File: config.mk
export PLATFORM = sky130hd
export DESIGN_NAME = clock_matrix_column_renderer_core_flat
export DESIGN_NICKNAME = d
export VERILOG_FILES = /design/src/rtl/core/cmcr_pkg.sv /design/src/rtl/core/cmcr_req_if.sv /design/src/rtl/core/cmcr_rsp_if.sv /design/src/rtl/core/cmcr_column_gen.sv /design/src/rtl/core/clock_matrix_column_renderer_core.sv /design/src/flat_wrapper.sv
export SDC_FILE = /design/constraint.sdc
export NUM_CORES = 1
export LEC_CHECK = 0
export CORE_UTILIZATION = 44
export CTS_CLUSTER_DIAMETER = 60
export DETAILED_ROUTE_END_ITERATION = 10
export DONT_BUFFER_PORTS = 1
export GPL_TIMING_DRIVEN = 0
export PLACE_DENSITY = 0.68
export SLEW_MARGIN = 15
export SYNTH_ARGS = -nofsm -noshare
export SYNTH_HDL_FRONTEND = slang
export SYNTH_SLANG_ARGS = --single-unit
export TNS_END_PERCENT = 100
File: constraint.sdc
create_clock -name clock -period 4.65 [get_ports clock]
set_input_delay 0.6975 -clock clock [delete_from_list [all_inputs] [get_ports clock]]
set_output_delay 0.6975 -clock clock [all_outputs]
set_load 0.02 [all_outputs]
File: src/rtl/core/cmcr_pkg.sv
`default_nettype none
package cmcr_pkg;

   // display geometry
   localparam int NUM_MODULES    = 4;
   localparam int MODULE_COLUMNS = 8;
   localparam int TOTAL_COLUMNS  = NUM_MODULES * MODULE_COLUMNS;
   localparam int GCOL_W         = $clog2(TOTAL_COLUMNS);
   localparam int MOD_W          = $clog2(NUM_MODULES);
   localparam int COL_W          = $clog2(MODULE_COLUMNS);

   // transaction field widths
   localparam int HOURS_W   = 5;
   localparam int MINUTES_W = 6;
   localparam int SECONDS_W = 6;
   localparam int TEMP_W    = 7;
   localparam int FIELD_W   = 2;
   localparam int BITS_W    = 8;
   localparam int DIGIT_W   = 4;

   localparam logic [GCOL_W-1:0] LAST_GCOL = GCOL_W'(TOTAL_COLUMNS - 1);

   // edit field codes
   localparam logic [FIELD_W-1:0] EDIT_HOURS   = 2'd0;
   localparam logic [FIELD_W-1:0] EDIT_MINUTES = 2'd1;
   localparam logic [FIELD_W-1:0] EDIT_SECONDS = 2'd2;

   localparam logic [TEMP_W-1:0] TEMP_MAX = 7'd99;

   // global column layout
   localparam logic [GCOL_W-1:0] HOUR_END_COL     = 5'd7;
   localparam logic [GCOL_W-1:0] COLON1_COL       = 5'd8;
   localparam logic [GCOL_W-1:0] MIN_TENS_COL     = 5'd11;
   localparam logic [GCOL_W-1:0] MIN_UNITS_COL    = 5'd15;
   localparam logic [GCOL_W-1:0] MIN_END_COL      = 5'd18;
   localparam logic [GCOL_W-1:0] COLON2_COL       = 5'd19;
   localparam logic [GCOL_W-1:0] SEC_TENS_COL     = 5'd22;
   localparam logic [GCOL_W-1:0] SEC_UNITS_COL    = 5'd26;
   localparam logic [GCOL_W-1:0] SEC_END_COL      = 5'd29;
   localparam logic [GCOL_W-1:0] TEMP_TENS_COL    = 5'd21;
   localparam logic [GCOL_W-1:0] TEMP_UNITS_COL   = 5'd24;
   localparam logic [GCOL_W-1:0] TEMP_END_COL     = 5'd26;
   localparam logic [GCOL_W-1:0] DEGC_COL         = 5'd28;

   // glyph tables, one byte per column
   localparam logic [BITS_W-1:0] BIG_GLYPH [0:9][0:3] = '{
      '{8'h3E, 8'h41, 8'h41, 8'h3E},
      '{8'h11, 8'h21, 8'h7F, 8'h01},
      '{8'h33, 8'h45, 8'h49, 8'h31},
      '{8'h22, 8'h49, 8'h49, 8'h36},
      '{8'h70, 8'h08, 8'h08, 8'h7F},
      '{8'h72, 8'h51, 8'h51, 8'h4E},
      '{8'h3E, 8'h49, 8'h49, 8'h26},
      '{8'h40, 8'h40, 8'h40, 8'h7F},
      '{8'h36, 8'h49, 8'h49, 8'h36},
      '{8'h32, 8'h49, 8'h49, 8'h3E}
   };

   localparam logic [BITS_W-1:0] SMALL_GLYPH [0:9][0:2] = '{
      '{8'h1F, 8'h11, 8'h1F},
      '{8'h09, 8'h1F, 8'h01},
      '{8'h17, 8'h15, 8'h1D},
      '{8'h15, 8'h15, 8'h1F},
      '{8'h1C, 8'h04, 8'h1F},
      '{8'h1D, 8'h15, 8'h17},
      '{8'h1F, 8'h15, 8'h17},
      '{8'h10, 8'h17, 8'h18},
      '{8'h1F, 8'h15, 8'h1F},
      '{8'h1D, 8'h15, 8'h1F}
   };

   localparam logic [BITS_W-1:0] COLON_GLYPH [0:2] = '{8'h00, 8'h14, 8'h00};
   localparam logic [BITS_W-1:0] DEGC_GLYPH  [0:3] = '{8'h18, 8'h18, 8'h07, 8'h05};

   // digits and blanking of one refresh
   typedef struct packed {
      logic [DIGIT_W-1:0] hour_tens;
      logic [DIGIT_W-1:0] hour_units;
      logic [DIGIT_W-1:0] min_tens;
      logic [DIGIT_W-1:0] min_units;
      logic [DIGIT_W-1:0] sec_tens;
      logic [DIGIT_W-1:0] sec_units;
      logic [DIGIT_W-1:0] temp_tens;
      logic [DIGIT_W-1:0] temp_units;
      logic               temp_mode;
      logic               hide_hours;
      logic               hide_minutes;
      logic               hide_seconds;
   } frame_type;

   // tens and units of a value below 128, reciprocal multiply by 205/2048
   function automatic logic [2*DIGIT_W-1:0] split_digits(input logic [TEMP_W-1:0] value);
      logic [14:0]        prod;
      logic [DIGIT_W-1:0] tens;
      logic [TEMP_W-1:0]  units;
      prod  = 15'(value) * 15'd205;
      tens  = prod[14:11];
      units = value - TEMP_W'(tens) * 7'd10;
      return {tens, units[DIGIT_W-1:0]};
   endfunction

endpackage
`default_nettype wire

File: src/rtl/core/cmcr_req_if.sv
`default_nettype none
interface cmcr_req_if import cmcr_pkg::*; ();
   logic                 valid;
   logic                 ready;
   logic [HOURS_W-1:0]   hours;
   logic [MINUTES_W-1:0] minutes;
   logic [SECONDS_W-1:0] seconds;
   logic [TEMP_W-1:0]    temperature;
   logic                 show_temperature;
   logic                 blink_phase;
   logic                 editing;
   logic [FIELD_W-1:0]   edit_field;

   modport source (output valid, hours, minutes, seconds, temperature, show_temperature,
                   blink_phase, editing, edit_field, input ready);
   modport sink   (input valid, hours, minutes, seconds, temperature, show_temperature,
                   blink_phase, editing, edit_field, output ready);
endinterface
`default_nettype wire

File: src/rtl/core/cmcr_rsp_if.sv
`default_nettype none
interface cmcr_rsp_if import cmcr_pkg::*; ();
   logic              valid;
   logic              ready;
   logic [MOD_W-1:0]  module_index;
   logic [COL_W-1:0]  column_index;
   logic [BITS_W-1:0] column_bits;
   logic              last;

   modport source (output valid, module_index, column_index, column_bits, last, input ready);
   modport sink   (input valid, module_index, column_index, column_bits, last, output ready);
endinterface
`default_nettype wire

File: src/rtl/core/cmcr_column_gen.sv
`default_nettype none
module cmcr_column_gen import cmcr_pkg::*; (
   input  wire frame_type          frame,
   input  wire logic [GCOL_W-1:0]  gcol,
   output logic [BITS_W-1:0]       column_bits
);

   logic [GCOL_W-1:0] rel_colon1;
   logic [GCOL_W-1:0] rel_min;
   logic [GCOL_W-1:0] rel_colon2;
   logic [GCOL_W-1:0] rel_sec;
   logic [GCOL_W-1:0] rel_temp_tens;
   logic [GCOL_W-1:0] rel_temp_units;

   // offsets from each glyph origin
   assign rel_colon1     = gcol - COLON1_COL;
   assign rel_min        = gcol - MIN_TENS_COL;
   assign rel_colon2     = gcol - COLON2_COL;
   assign rel_sec        = gcol - SEC_TENS_COL;
   assign rel_temp_tens  = gcol - TEMP_TENS_COL;
   assign rel_temp_units = gcol - TEMP_UNITS_COL;

   // pick the glyph byte that covers this column
   always_comb begin
      column_bits = '0;
      if (gcol <= HOUR_END_COL) begin
         if (!frame.hide_hours) begin
            column_bits = gcol[2] ? BIG_GLYPH[frame.hour_units][gcol[1:0]]
                                  : BIG_GLYPH[frame.hour_tens][gcol[1:0]];
         end
      end else if (gcol < MIN_TENS_COL) begin
         column_bits = COLON_GLYPH[rel_colon1[1:0]];
      end else if (gcol <= MIN_END_COL) begin
         if (!frame.hide_minutes) begin
            column_bits = (gcol >= MIN_UNITS_COL) ? BIG_GLYPH[frame.min_units][rel_min[1:0]]
                                                  : BIG_GLYPH[frame.min_tens][rel_min[1:0]];
         end
      end else if (frame.temp_mode) begin
         // small temperature digits and degree glyph
         if (gcol >= TEMP_TENS_COL && gcol < TEMP_UNITS_COL) begin
            column_bits = SMALL_GLYPH[frame.temp_tens][rel_temp_tens[1:0]];
         end else if (gcol >= TEMP_UNITS_COL && gcol <= TEMP_END_COL) begin
            column_bits = SMALL_GLYPH[frame.temp_units][rel_temp_units[1:0]];
         end else if (gcol >= DEGC_COL) begin
            column_bits = DEGC_GLYPH[gcol[1:0]];
         end
      end else begin
         // seconds colon and large seconds digits
         if (gcol < SEC_TENS_COL) begin
            column_bits = COLON_GLYPH[rel_colon2[1:0]];
         end else if (gcol <= SEC_END_COL && !frame.hide_seconds) begin
            column_bits = (gcol >= SEC_UNITS_COL) ? BIG_GLYPH[frame.sec_units][rel_sec[1:0]]
                                                  : BIG_GLYPH[frame.sec_tens][rel_sec[1:0]];
         end
      end
   end

endmodule
`default_nettype wire

File: src/rtl/core/clock_matrix_column_renderer_core.sv
`default_nettype none
// after a refresh is accepted, its first column is loaded once the output register is free
// one column per cycle through the single output register unless the output stalls
// the next refresh is accepted in the cycle the 32nd column is loaded, so refreshes run gapless
// reset (synchronous, active high) drops the column sequencer and the output valid
module clock_matrix_column_renderer_core import cmcr_pkg::*; (
   input  wire logic   clock,
   input  wire logic   reset,
   cmcr_req_if.sink    req_bus,
   cmcr_rsp_if.source  rsp_bus
);

   logic              busy_ff, busy_in;
   logic [GCOL_W-1:0] gcol_ff, gcol_in;
   frame_type         frame_ff, frame_in;
   logic              rsp_valid_ff, rsp_valid_in;
   logic [GCOL_W-1:0] rsp_gcol_ff, rsp_gcol_in;
   logic [BITS_W-1:0] rsp_bits_ff, rsp_bits_in;

   logic              load;
   logic              req_fire;
   logic              blink;
   logic [TEMP_W-1:0] temp_clip;
   logic [BITS_W-1:0] col_bits;

   // handshake
   assign load          = busy_ff && (!rsp_valid_ff || rsp_bus.ready);
   assign req_bus.ready = !busy_ff || (load && gcol_ff == LAST_GCOL);
   assign req_fire      = req_bus.valid && req_bus.ready;

   // digit split and blanking of an incoming transaction
   assign blink     = req_bus.blink_phase && req_bus.editing;
   assign temp_clip = (req_bus.temperature > TEMP_MAX) ? TEMP_MAX : req_bus.temperature;

   always_comb begin
      frame_in = frame_ff;
      if (req_fire) begin
         {frame_in.hour_tens, frame_in.hour_units} = split_digits(TEMP_W'(req_bus.hours));
         {frame_in.min_tens,  frame_in.min_units}  = split_digits(TEMP_W'(req_bus.minutes));
         {frame_in.sec_tens,  frame_in.sec_units}  = split_digits(TEMP_W'(req_bus.seconds));
         {frame_in.temp_tens, frame_in.temp_units} = split_digits(temp_clip);
         frame_in.temp_mode    = req_bus.show_temperature;
         frame_in.hide_hours   = blink && req_bus.edit_field == EDIT_HOURS;
         frame_in.hide_minutes = blink && req_bus.edit_field == EDIT_MINUTES;
         frame_in.hide_seconds = blink && req_bus.edit_field == EDIT_SECONDS;
      end
   end

   // column generation for the current sequencer position
   cmcr_column_gen u_column_gen (
      .frame       (frame_ff),
      .gcol        (gcol_ff),
      .column_bits (col_bits)
   );

   // column sequencer
   always_comb begin
      busy_in = busy_ff;
      gcol_in = gcol_ff;
      if (load) begin
         gcol_in = gcol_ff + 1'b1;
         if (gcol_ff == LAST_GCOL) begin
            busy_in = 1'b0;
         end
      end
      if (req_fire) begin
         busy_in = 1'b1;
         gcol_in = '0;
      end
   end

   // output register
   always_comb begin
      rsp_valid_in = rsp_valid_ff;
      rsp_gcol_in  = rsp_gcol_ff;
      rsp_bits_in  = rsp_bits_ff;
      if (load) begin
         rsp_valid_in = 1'b1;
         rsp_gcol_in  = gcol_ff;
         rsp_bits_in  = col_bits;
      end else if (rsp_bus.ready) begin
         rsp_valid_in = 1'b0;
      end
   end

   // control registers
   always_ff @(posedge clock) begin
      if (reset) begin
         busy_ff      <= 1'b0;
         gcol_ff      <= '0;
         rsp_valid_ff <= 1'b0;
      end else begin
         busy_ff      <= busy_in;
         gcol_ff      <= gcol_in;
         rsp_valid_ff <= rsp_valid_in;
      end
   end

   // payload registers
   always_ff @(posedge clock) begin
      frame_ff    <= frame_in;
      rsp_gcol_ff <= rsp_gcol_in;
      rsp_bits_ff <= rsp_bits_in;
   end

   // module 3 is leftmost, so the module index is the inverted upper column bits
   assign rsp_bus.valid        = rsp_valid_ff;
   assign rsp_bus.module_index = ~rsp_gcol_ff[GCOL_W-1:COL_W];
   assign rsp_bus.column_index = rsp_gcol_ff[COL_W-1:0];
   assign rsp_bus.column_bits  = rsp_bits_ff;
   assign rsp_bus.last         = (rsp_gcol_ff == LAST_GCOL);

endmodule
`default_nettype wire

File: src/flat_wrapper.sv
// flat-port wrapper written by rule: the top's interface ports become plain ports
module clock_matrix_column_renderer_core_flat import cmcr_pkg::*;
  (clock, reset, req_bus_valid, req_bus_hours, req_bus_minutes, req_bus_seconds, req_bus_temperature, req_bus_show_temperature, req_bus_blink_phase, req_bus_editing, req_bus_edit_field, req_bus_ready, rsp_bus_valid, rsp_bus_module_index, rsp_bus_column_index, rsp_bus_column_bits, rsp_bus_last, rsp_bus_ready);
  cmcr_req_if req_bus_i ();
  cmcr_rsp_if rsp_bus_i ();
  input  wire logic clock;
  input  wire logic reset;
  input wire logic [$bits(req_bus_i.valid)-1:0] req_bus_valid;
  input wire logic [$bits(req_bus_i.hours)-1:0] req_bus_hours;
  input wire logic [$bits(req_bus_i.minutes)-1:0] req_bus_minutes;
  input wire logic [$bits(req_bus_i.seconds)-1:0] req_bus_seconds;
  input wire logic [$bits(req_bus_i.temperature)-1:0] req_bus_temperature;
  input wire logic [$bits(req_bus_i.show_temperature)-1:0] req_bus_show_temperature;
  input wire logic [$bits(req_bus_i.blink_phase)-1:0] req_bus_blink_phase;
  input wire logic [$bits(req_bus_i.editing)-1:0] req_bus_editing;
  input wire logic [$bits(req_bus_i.edit_field)-1:0] req_bus_edit_field;
  output wire logic [$bits(req_bus_i.ready)-1:0] req_bus_ready;
  output wire logic [$bits(rsp_bus_i.valid)-1:0] rsp_bus_valid;
  output wire logic [$bits(rsp_bus_i.module_index)-1:0] rsp_bus_module_index;
  output wire logic [$bits(rsp_bus_i.column_index)-1:0] rsp_bus_column_index;
  output wire logic [$bits(rsp_bus_i.column_bits)-1:0] rsp_bus_column_bits;
  output wire logic [$bits(rsp_bus_i.last)-1:0] rsp_bus_last;
  input wire logic [$bits(rsp_bus_i.ready)-1:0] rsp_bus_ready;
  assign req_bus_i.valid = req_bus_valid;
  assign req_bus_i.hours = req_bus_hours;
  assign req_bus_i.minutes = req_bus_minutes;
  assign req_bus_i.seconds = req_bus_seconds;
  assign req_bus_i.temperature = req_bus_temperature;
  assign req_bus_i.show_temperature = req_bus_show_temperature;
  assign req_bus_i.blink_phase = req_bus_blink_phase;
  assign req_bus_i.editing = req_bus_editing;
  assign req_bus_i.edit_field = req_bus_edit_field;
  assign req_bus_ready = req_bus_i.ready;
  assign rsp_bus_valid = rsp_bus_i.valid;
  assign rsp_bus_module_index = rsp_bus_i.module_index;
  assign rsp_bus_column_index = rsp_bus_i.column_index;
  assign rsp_bus_column_bits = rsp_bus_i.column_bits;
  assign rsp_bus_last = rsp_bus_i.last;
  assign rsp_bus_i.ready = rsp_bus_ready;
  clock_matrix_column_renderer_core u_core (.clock(clock), .reset(reset), .req_bus(req_bus_i), .rsp_bus(rsp_bus_i));
endmodule
==> results.toml, run 1 <==
[timing]
fin_crit_sh_pct = 95.4
hold_viol_final = 0
fin_ws_ps = 216
tns_ps = 0
skew_ps = 13.5
setup_viol = 0
min_period_ps = 4430
rsz0062_at_grt = "no"
fmax_mhz = 226
timing.hold.ws_ps = 447
worst_slew_pin_slew_ps = 941
drv_slew = 0
slew-limit-headroom_pct = 37.3

[power_and_ir_drop]
peakVddDrop_uv = 191
total_power_w = 0.00245
p_leak_nw = 3.94
powerDensity_nw_per_um2 = 284

[worst_setup_path]
end_kind = "flip-flop"
path_cells = "nand2_4, and2_4, ha_4, inv_2, fa_1, inv_1, ha_1, inv_1, fa_1, inv_1, ha_1, nand4_1, nor3_4, nor2_2, xnor2_2, ha_2, inv_1, fa_2, xor2_1, xnor3_1"
cp_common_cell = "inv_1"
critical_path_class = "primary input to flip-flop"
startpoint_type = "primary input"
required_ps = 4720
crit_path_max_fanout = 6
arrival_ps = 4500
worst_path_largest_cell_delay_ps = 530
slowest_stage = "fa_1"

[placement]
dpl.hpwl_um = 15500
place_ws_ps = -396
portBuffers = 0
place_congestion = 0.978

[yosys]
synthAdderAreaFrac_pct = 30.7
synth_xor_area_share_pct = 3.83
ys_types = 81
synth_flop_cell = "edfxtp_1"
syn_nets = 1150
yosysTopAreaCellShare_pct = 24.5
post-synth-top-count-cell = "ha_1"
synth.largest_area_cell = "ha_1"
ys_async_sr_fraction_pct = 0
synth_cells = 935
synth.mux.area_fraction_pct = 2.98
yosys-top-cells-count = "157 x ha_1, 122 x inv_1, 54 x nor2_1"
avgSynthCellArea_sq_um = 8.59
ys_ff_latch = 51
ys_top_cells_by_area = "ha_1 24%, edfxtp_1 16%, fa_1 6.2%, inv_1 5.7%, a21oi_1 3.1%"
synth_edf_count = 44
synth-compound-area-share_pct = 20.4
synth_area_sq_um = 8030
yosysWarnings = 0
synth_top_family_by_area = "adder cells"
synthSimpleGateAreaFrac_pct = 15.0
synth_seq_area_share_pct = 18.2

[finish]
post-route-util_pct = 48.2
syn_to_final_growth_pct = 7.50
diodes = 0
drive_gt1_share_pct = 7.81
nNetsFinal = 1161

[global_route]
grt_overflow_total = 0
antenna_found_initial = 0
grt_use_total_pct = 21.8
grt_pass1_wl_um = 32300
grt_max_degree = 20
grt_pass1_vias = 6479

[cts]
clk_latency_ps = 320
clkTransAtPathRegs_ps = 80
cts_tree = "done"
htreeDepth = 2
holdBufCountCts = 0
numClockSinks = 51
root_buffer = "clkbuf_16"
cts_buffer_depth = 2
numCtsBuffers = 5

[die]
core_area_sq_um = 17900
die_w_um = 137
rows = 49
fp.dieH_um = 137
pin_count = 49
initial_core_util_pct = 44.8
dieArea_sq_um = 18800

[routing]
drt-pass1-iter-count = 5
drtAntennaViolNets = 0
avgRoutedWirePerCell_um = 16.8
drcViolationCount = 0
routed_wl_um = 19800
viasPerCell = 5.89
vias = 6931
drt_iter0_drc = 853

[run_status]
status = "completed"

[flow_run]
maxCapViolations = 0

[hold_path]
min_path_type = "primary input to flip-flop"
## layer usage
metal,global-route usage [%],part of all wire [%],wire (um),vias up
li1,-,-,-,3362
met1,28.7,44,8780,3293
met2,37.0,47,9310,238
met3,2.63,6.0,1190,38
met4,7.14,2.4,480,0
met5,0,0,0,-
## sequential cells by signal, summed over array words and instances, names as in the netlist
register,flops
u_core.busy_ff,1
u_core.rsp_bus.column_bits,7
u_core.rsp_bus.valid,1
u_core.gcol_ff,5
u_core.frame_ff,32
u_core.rsp_gcol_ff,5
## power by group
group          internal [W]  total, W  leakage (nW)  switching, W
logic              0.000599   0.00136          3.38      0.000762
registers          0.000605  0.000673         0.482     0.0000689
clock network      0.000235  0.000419        0.0829      0.000184
total               0.00144   0.00245          3.94       0.00102
## critical path: cells and delay by family
family,cells,cell delay (ps)
and+or+nand+nor,5,710
xor gates and xnor gates,3,520
buffers and inverters,5,230
adders and majority gates,7,2330
## per-stage QoR
step | cells | cell area (sq um)
2_1_floorplan | 935 | 8060
3_3_place_gp | 1164 | 8350
3_5_place_dp | 1165 | 8390
4_1_cts | 1173 | 8560
5_1_grt | 1176 | 8630
6_report | 1176 | 8630
## area by class of cell
cell class	instances	area [sq um]
clock inverters	2	15.0
clock buffers	6	150
well taps	229	287
fillers	1734	9270
plain buffers	52	243
flip-flops and latches	51	1460
repair buffers	4	50.0
inverters	123	462
multi-input cells	709	5960
## worst paths after layout
| path | from | to | slack [ps] | cells after the start |
|---|---|---|---|---|
| hold reg to reg | u_core.busy_ff$_SDFFE_PP0P_ | u_core.rsp_bus.valid$_SDFFE_PP0P_ | 510 | 2 |
| setup reg to reg | u_core.gcol_ff[1]$_SDFFE_PP0P_ | u_core.rsp_bus.column_bits[1]$_DFFE_PP_ | 920 | 12 |
| setup / recovery | req_bus_temperature[5] | u_core.frame_ff[7]$_DFFE_PP_ | 220 | 20 |
| hold / removal | reset | u_core.busy_ff$_SDFFE_PP0P_ | 450 | 1 |
## cell usage in the layout (no fill, tap or decap), types with 5 or more instances in the layout
master,count
xnor2_1,20
buf_4,7
nor3_1,20
a21oi_1,49
mux2i_1,16
nand3b_1,5
fa_1,24
edfxtp_1,44
o21ai_0,48
nor2_1,52
a221oi_1,5
a21o_1,9
o31ai_1,7
clkbuf_1,22
o311ai_0,7
nor3b_1,8
nand2b_1,18
xor2_1,9
dfxtp_1,7
mux2_2,5
or2_2,5
nand2_1,44
nand4_1,6
inv_1,121
a31oi_1,11
o211ai_1,16
buf_2,20
o21a_1,6
o22ai_1,8
and2_1,5
nand3_1,15
o221ai_1,8
clkbuf_16,6
o2111ai_1,10
ha_1,155
a211oi_1,12
nor2b_1,21
buf_1,5
## kinds of logic (layout without fill, tap and decap cells)
group / after synthesis / count (layout)
compound gates: 240 / 240
xor+xnor: 32 / 32
buf+inv: 175 / 187
flops: 51 / 51
other cells: 1 / 1
simple gates: 232 / 232
fa+ha+maj: 182 / 182
mux: 22 / 22
## timing repair
item                                   4_1_cts  5_1_grt
pin swaps                                    0        9
buffers inserted                             0        3
endpoints found under the hold margin        0        0
gates resized for setup                      1       12
gates cloned                                 0        0
setup endpoints to repair                    1        1
Note: power is estimated with default switching activity, not from simulation.
==> run 2: changes to the inputs <==
--- a/config.mk
+++ b/config.mk
@@ -5,6 +5,7 @@
 export SDC_FILE = /design/constraint.sdc
 export NUM_CORES = 1
 export LEC_CHECK = 0
+export ABC_AREA = 1
 export CORE_UTILIZATION = 44
 export CTS_CLUSTER_DIAMETER = 60
 export DETAILED_ROUTE_END_ITERATION = 10
==> run 2 against run 1 <==
Compared with the run above:
- largest power group unchanged
- critical endpoint unchanged
- first-iteration DRC count fell by 54%
- cell area fell by 2.5%
- utilization rose by 0.78 points
- the flow now finishes with violations (negative setup slack)
- clock-buffer cell count fell by 1
- combinational power fell by 5%
- worst setup slack got worse by 220 ps
==> results.toml, run 2 <==
[timing]
hold_viol_final = 0
skew_ps = 7.95
rsz0062_at_grt = "yes"
min_period_ps = 4660
slew-limit-headroom_pct = 58.8
setup_viol = 1
fin_ws_ps = -9.12
worst_slew_pin_slew_ps = 613
timing.hold.ws_ps = 454
fmax_mhz = 215
drv_slew = 0
fin_crit_sh_pct = 100

[placement]
place_congestion = 0.907
place_area_sq_um = 8100
portBuffers = 0
dpl.hpwl_um = 13900

[worst_setup_path]
crit_path_max_fanout = 4
required_ps = 4720
rrSetupSlack_ps = 1570
end_kind = "flip-flop"
arrival_ps = 4730
reg2regPathDepth = 14
r2r-start = "u_core.gcol_ff[1]$_SDFFE_PP0P_"
startpoint_type = "primary input"
r2r-end = "u_core.rsp_bus.column_bits[0]$_DFFE_PP_"
critical_path_class = "primary input to flip-flop"

[global_route]
antenna_found_initial = 1
grt_pass1_wl_um = 28600
grt_overflow_total = 0
grt_pass1_vias = 6294
grt_max_degree = 20
grt_use_total_pct = 19.4

[finish]
regArea_sq_um = 1460
stdcell_area_sq_um = 8420
diodes = 0
syn_to_final_growth_pct = 9.28
n_fill_cell = 1705
drive_gt1_share_pct = 10.6
largest_reg_flops = 32
regMostFlops = "u_core.frame_ff"
final_cell_mix = "190 x nand2_1, 168 x inv_1, 151 x ha_1, 63 x nor2_1, 56 x o21ai_0"
nNetsFinal = 1239
final_common_cell = "nand2_1"
multi_input_area_sq_um = 5560

[routing]
vias = 6576
drt-pass1-iter-count = 5
routed_wl_um = 17100
viasPerCell = 5.26
avgRoutedWirePerCell_um = 13.6
drcViolationCount = 0
drt_iter0_drc = 392
drtAntennaViolNets = 0

[cts]
htreeDepth = 2
clkTransAtPathRegs_ps = 80
holdBufCountCts = 0
cts_buffer_depth = 2
numClockSinks = 51
root_buffer = "clkbuf_16"
cts_tree = "done"
clk_latency_ps = 300
numCtsBuffers = 5

[die]
die_w_um = 134
core_area_sq_um = 17200
initial_core_util_pct = 44.8
fp.dieH_um = 134
dieArea_sq_um = 18000
pin_count = 49
rows = 48

[yosys]
synthAdderAreaFrac_pct = 32.0
ys_top_cells_by_area = "ha_1 26%, edfxtp_1 17%, nand2_1 9.5%, inv_1 8.7%, fa_1 6.5%"
yosysTopAreaCellShare_pct = 25.5
synth_top_family_by_area = "adder cells"
synth_xor_area_share_pct = 2.73
ys_async_sr_fraction_pct = 0
synth_flop_cell = "edfxtp_1"
synth.largest_area_cell = "ha_1"
yosysWarnings = 0
synth.mux.area_fraction_pct = 0
syn_nets = 1224
synth_area_sq_um = 7700
avgSynthCellArea_sq_um = 7.63
ys_ff_latch = 51
post-synth-top-count-cell = "nand2_1"
synthSimpleGateAreaFrac_pct = 19.9
synth_edf_count = 44
synth_seq_area_share_pct = 19.0
ys_types = 59
synth-compound-area-share_pct = 14.9
yosys-top-cells-count = "195 x nand2_1, 178 x inv_1, 157 x ha_1"
synth_cells = 1009

[power_and_ir_drop]
powerDensity_nw_per_um2 = 278
cellInternalPower_w = 0.00134
total_power_w = 0.00234
p_switching_w = 0.000995
power.share.clock_pct = 16.4
pwr-share-seq_pct = 28.5
switching_share_pct = 42.5
p_leak_nw = 4.18
comb_power_share_pct = 55.0
peakVddDrop_uv = 125

[hold_path]
min_path_type = "flip-flop to flip-flop"
min_path_cells = 0
worstHoldEndpoint = "u_core.rsp_gcol_ff[2]$_DFFE_PP_"
worstHoldStart = "u_core.gcol_ff[2]$_SDFFE_PP0P_"

[run_status]
status = "finished with violations"
violations = "negative setup slack"

[flow_run]
maxCapViolations = 0
run 2: cell types whose count changed after synthesis, moves of 14 or more:
cell      before  now
inv_1        122  178
buf_2         20    6
clkbuf_1      22    4
nor2b_1       21    0
nand3_1       15   50
nand2b_1      19    0
nor2_1        54   68
nand2_1       45  195
mux2i_1       16    0
run 2: area by class of cell:
| class | instances | area share, % |
|---|---|---|
| timing repair buffer | 8 | 0.952 |
| clock buffer | 5 | 1.49 |
| buffer | 21 | 1.78 |
| sequential | 51 | 17.4 |
| multi-input combinational | 746 | 66.0 |
| tap | 225 | 3.35 |
| clock inverter | 3 | 0.312 |
| inverter | 191 | 8.73 |
run 2: through the flow:
stage / setup WS [ps] / setup TNS (ps) / instances / utilization (%)
after floorplan: -138 / -138 / 1009 / -
after CTS: 8.27 / 0 / 1249 / 48.7
after detailed placement: -531 / -773 / 1235 / 47.2
after global routing: -218 / -218 / 1250 / 49.0
final: -9.12 / -9.12 / 1250 / 49.0
after global placement: -431 / -539 / 1234 / 47.0
run 2: worst max-delay path by stage:
stage	startpoint	endpoint	slack (ps)	cells past startpoint
CTS	req_bus_temperature[2]	u_core.frame_ff[7]$_DFFE_PP_	8	25
floorplan	req_bus_temperature[3]	u_core.frame_ff[7]$_DFFE_PP_	-140	26
detailed placement	req_bus_temperature[5]	u_core.frame_ff[7]$_DFFE_PP_	-530	21
finish	req_bus_temperature[5]	u_core.frame_ff[7]$_DFFE_PP_	-9	25
global placement	req_bus_temperature[5]	u_core.frame_ff[7]$_DFFE_PP_	-430	21
global route	req_bus_temperature[5]	u_core.frame_ff[7]$_DFFE_PP_	-220	26
run 2: cell families (layout without fill, tap and decap cells):
| kind of cell | after synthesis | in the layout |
|---|---|---|
| buffers and inverters | 212 | 228 |
| AOI/OAI and AO/OA | 185 | 185 |
| DFF | 51 | 51 |
| and+or+nand+nor | 354 | 354 |
| other | 1 | 1 |
| adders and majority gates | 182 | 182 |
| xor gates and xnor gates | 24 | 24 |
run 2: power by group through the flow:
stage	registers [W]	clock network [W]	logic, W
finish	0.000667	0.000385	0.00129
global route	0.000679	0.000411	0.00149
CTS	0.000668	0.000396	0.00123
detailed placement	0.000678	0	0.00116
global placement	0.000677	0	0.00112
floorplan	0.000662	0	0.000922
run 2: worst max-delay path: stages:
cell and delay (ps):
nand2_2 80, inv_2 60, nand2_1 70, inv_2 70, nor2_4 120, inv_2 60
ha_4 260, inv_1 50, fa_1 360, inv_1 90, fa_1 420, ha_1 350
ha_4 290, nand2_4 70, nor3_2 170, nand2_1 110, o2111ai_4 130, a21o_1 190
xor2_2 180, inv_2 60, fa_2 370, xnor2_2 140, or2_4 230, nand3_2 50
nand2_1 40
run 2: metal layers:
layer  part of all wire [%]  GRT usage (%)
met1                     46           25.9
met2                     46           32.6
met3                    6.2           2.61
met4                    1.5           5.24
met5                  0.064              0
run 2: repair_timing:
item                       4_1_cts  5_1_grt
pin swaps                        9        2
gates cloned                     0        0
setup endpoints to repair        1        1
setup buffers                    6        1
gates resized for setup         14       10
==> run 3: changes to the inputs <==
--- a/config.mk
+++ b/config.mk
@@ -6,12 +6,13 @@
 export NUM_CORES = 1
 export LEC_CHECK = 0
 export ABC_AREA = 1
-export CORE_UTILIZATION = 44
+export CORE_UTILIZATION = 40
 export CTS_CLUSTER_DIAMETER = 60
+export CTS_CLUSTER_SIZE = 28
 export DETAILED_ROUTE_END_ITERATION = 10
 export DONT_BUFFER_PORTS = 1
 export GPL_TIMING_DRIVEN = 0
-export PLACE_DENSITY = 0.68
+export PLACE_DENSITY = 0.63
 export SLEW_MARGIN = 15
 export SYNTH_ARGS = -nofsm -noshare
 export SYNTH_HDL_FRONTEND = slang
==> run 3 against run 2 <==
Compared with the run above:
- the run now ends clean
- combinational power is 4% lower
- via count is 0.59% higher
- non-clock buffer count is 1 lower
- first-iteration DRC count is 8.2% lower
- critical path type unchanged
- wire length is 0.64% higher
- sequential share of layout area is 0.086 points higher
- die area is 9.9% higher
- final cell count is 0.72% higher
- clock skew hardly changed
- largest cell class unchanged
- critical path depth is 4 lower
- highest routed layer is now met4
- utilization is 4.4 points lower
==> results.toml, run 3 (synthesis gave the netlist of run 2 again) <==
[worst_setup_path]
path_depth = 21
slowest_stage = "fa_1"
critical_path_class = "primary input to flip-flop"
reg2regPathDepth = 14
required_ps = 4720
path_cells = "nand2_2, inv_1, nor2_2, ha_1, ha_1, or2_2, fa_1, ha_1, ha_1, nand2_2, nor3_2, nand2_1, o2111ai_4, a21o_1, xor2_2, inv_1, fa_2, xnor2_2, or2_4, nand3_2, nand2_1"
end_kind = "flip-flop"
path_buf_inv = 2
worstSetupEndpoint = "u_core.frame_ff[7]$_DFFE_PP_"
cp_common_cell = "ha_1"
crit_path_max_fanout = 4
worst_path_largest_cell_delay_ps = 470
r2r-start = "u_core.gcol_ff[1]$_SDFFE_PP0P_"
arrival_ps = 4720
rrSetupSlack_ps = 1540
startpoint_type = "primary input"
cp_top_family = "adder cells"
crit_start = "req_bus_temperature[5]"
r2r-end = "u_core.rsp_bus.column_bits[0]$_DFFE_PP_"

[routing]
drcViolationCount = 0
viasPerCell = 5.25
routed_wl_um = 17200
drt_iter0_drc = 360
drt-pass1-iter-count = 5
avgRoutedWirePerCell_um = 13.6
vias = 6615
drtAntennaViolNets = 0

[die]
pin_count = 49
rows = 50
die_w_um = 141
fp.dieH_um = 141
dieArea_sq_um = 19800
core_area_sq_um = 18800
initial_core_util_pct = 41.0

[timing]
skew_ps = 8.03
timing.hold.ws_ps = 438
drv_slew = 0
fin_crit_sh_pct = 100
worst_slew_pin_slew_ps = 618
setup_viol = 0
min_period_ps = 4650
fmax_mhz = 215
slew-limit-headroom_pct = 58.5
rsz0062_at_grt = "yes"
hold_viol_final = 0

[finish]
nNetsFinal = 1238
drive_gt1_share_pct = 9.67
post-route-util_pct = 44.6
syn_to_final_growth_pct = 8.74
n_fill_cell = 1931
largest_reg_flops = 32
regMostFlops = "u_core.frame_ff"
final_cell_mix = "191 x nand2_1, 173 x inv_1, 152 x ha_1, 63 x nor2_1, 56 x o21ai_0"
final_cells = 1259
final_common_cell = "nand2_1"

[power_and_ir_drop]
pwr-share-seq_pct = 29.4
p_leak_nw = 4.17
p_switching_w = 0.000964
switching_share_pct = 42.4
power.share.clock_pct = 15.9
total_power_w = 0.00227
cellInternalPower_w = 0.00131
comb_power_share_pct = 54.7
peakVddDrop_uv = 137
powerDensity_nw_per_um2 = 272

[placement]
place_congestion = 0.906
place_inst = 1244
dpl.hpwl_um = 14300
portBuffers = 0

[hold_path]
worstHoldStart = "u_core.gcol_ff[2]$_SDFFE_PP0P_"
min_path_type = "flip-flop to flip-flop"

[flow_run]
maxCapViolations = 0

[global_route]
grt_max_degree = 20
grt_use_total_pct = 18.1
grt_pass1_wl_um = 29200
grt_overflow_total = 0
antenna_found_initial = 1
grt_pass1_vias = 6403

[cts]
clkTransAtPathRegs_ps = 70
numClockSinks = 51
root_buffer = "clkbuf_16"
cts_buffer_depth = 2
holdBufCountCts = 0
numCtsBuffers = 5
cts_tree = "done"
clk_latency_ps = 310
htreeDepth = 2

[run_status]
status = "completed"
-- run 3: cell types whose count changed in the layout (fill, tap and decap cells not counted), sizes merged --
cell / before / now
clkinv: 5 / 6
inv: 188 / 187
buf: 25 / 24
clkbuf: 9 / 10
diode: 0 / 1
clkinvlp: 1 / 0
-- run 3: layer usage --
| layer | up-vias | part of all wire [%] | wire length, um | GRT usage, % |
|---|---|---|---|---|
| li1 | 3377 | - | - | - |
| met1 | 3033 | 47 | 8080 | 24.0 |
| met2 | 184 | 46 | 7900 | 30.3 |
| met3 | 21 | 5.4 | 920 | 2.55 |
| met4 | 0 | 1.6 | 269 | 5.66 |
| met5 | - | 0 | 0 | 0 |
-- run 3: stage by stage --
step	setup slack, ps	area, sq um	TNS, ps
after global routing	-243	8370	-243
after detailed placement	-478	8120	-672
final	1.94	8370	0
after global placement	-414	8080	-527
after floorplan	-138	7790	-138
after CTS	18.1	8350	0
-- run 3: worst min-delay path by stage --
stage | to | slack, ps | cells past startpoint
2_1_floorplan | u_core.rsp_gcol_ff[2]$_DFFE_PP_ | 410 | 0
3_3_place_gp | u_core.rsp_gcol_ff[2]$_DFFE_PP_ | 420 | 0
3_5_place_dp | u_core.rsp_gcol_ff[2]$_DFFE_PP_ | 430 | 0
4_1_cts | u_core.rsp_gcol_ff[2]$_DFFE_PP_ | 440 | 0
5_1_grt | u_core.rsp_gcol_ff[2]$_DFFE_PP_ | 450 | 0
6_report | u_core.rsp_gcol_ff[2]$_DFFE_PP_ | 440 | 0
-- run 3: worst reg2reg max path, stage by stage, from the launching register on --
cell and delay [ps]:
dfxtp_1 560, buf_6 260, inv_2 90, buf_6 160
ha_1 350, buf_2 260, inv_2 120, nand2_1 130
nand2_1 130, inv_1 130, nand3_1 90, a32oi_1 230
o21ai_0 110, nand3_1 130, o31ai_1 110
-- run 3: timing repair --
| item | in CTS | in global routing |
|---|---|---|
| buffers inserted | 6 | 0 |
| resized for setup | 12 | 2 |
| endpoints found under the setup margin | 1 | 1 |
| pin swaps | 8 | 0 |
| hold endpoints to repair | 0 | 0 |
-- run 3: layout make-up --
cell class	count	area, sq um	share of cell area (%)
Sequential cell	51	1460	17.5
Clock inverter	2	8.76	0.105
Timing Repair Buffer	7	72.6	0.867
Clock buffer	6	129	1.54
Inverter	191	731	8.73
Multi-Input combinational cell	746	5530	66.0
Antenna cell	1	2.50	0.0299
Tap cell	234	293	3.50
Buffer	21	150	1.79
-- run 3: power groups by stage --
stage | clock network [W] | logic (W) | registers, W
global placement | 0 | 0.00113 | 0.000677
CTS | 0.000370 | 0.00125 | 0.000669
detailed placement | 0 | 0.00116 | 0.000678
finish | 0.000362 | 0.00124 | 0.000669
global route | 0.000382 | 0.00145 | 0.000681
floorplan | 0 | 0.000922 | 0.000662
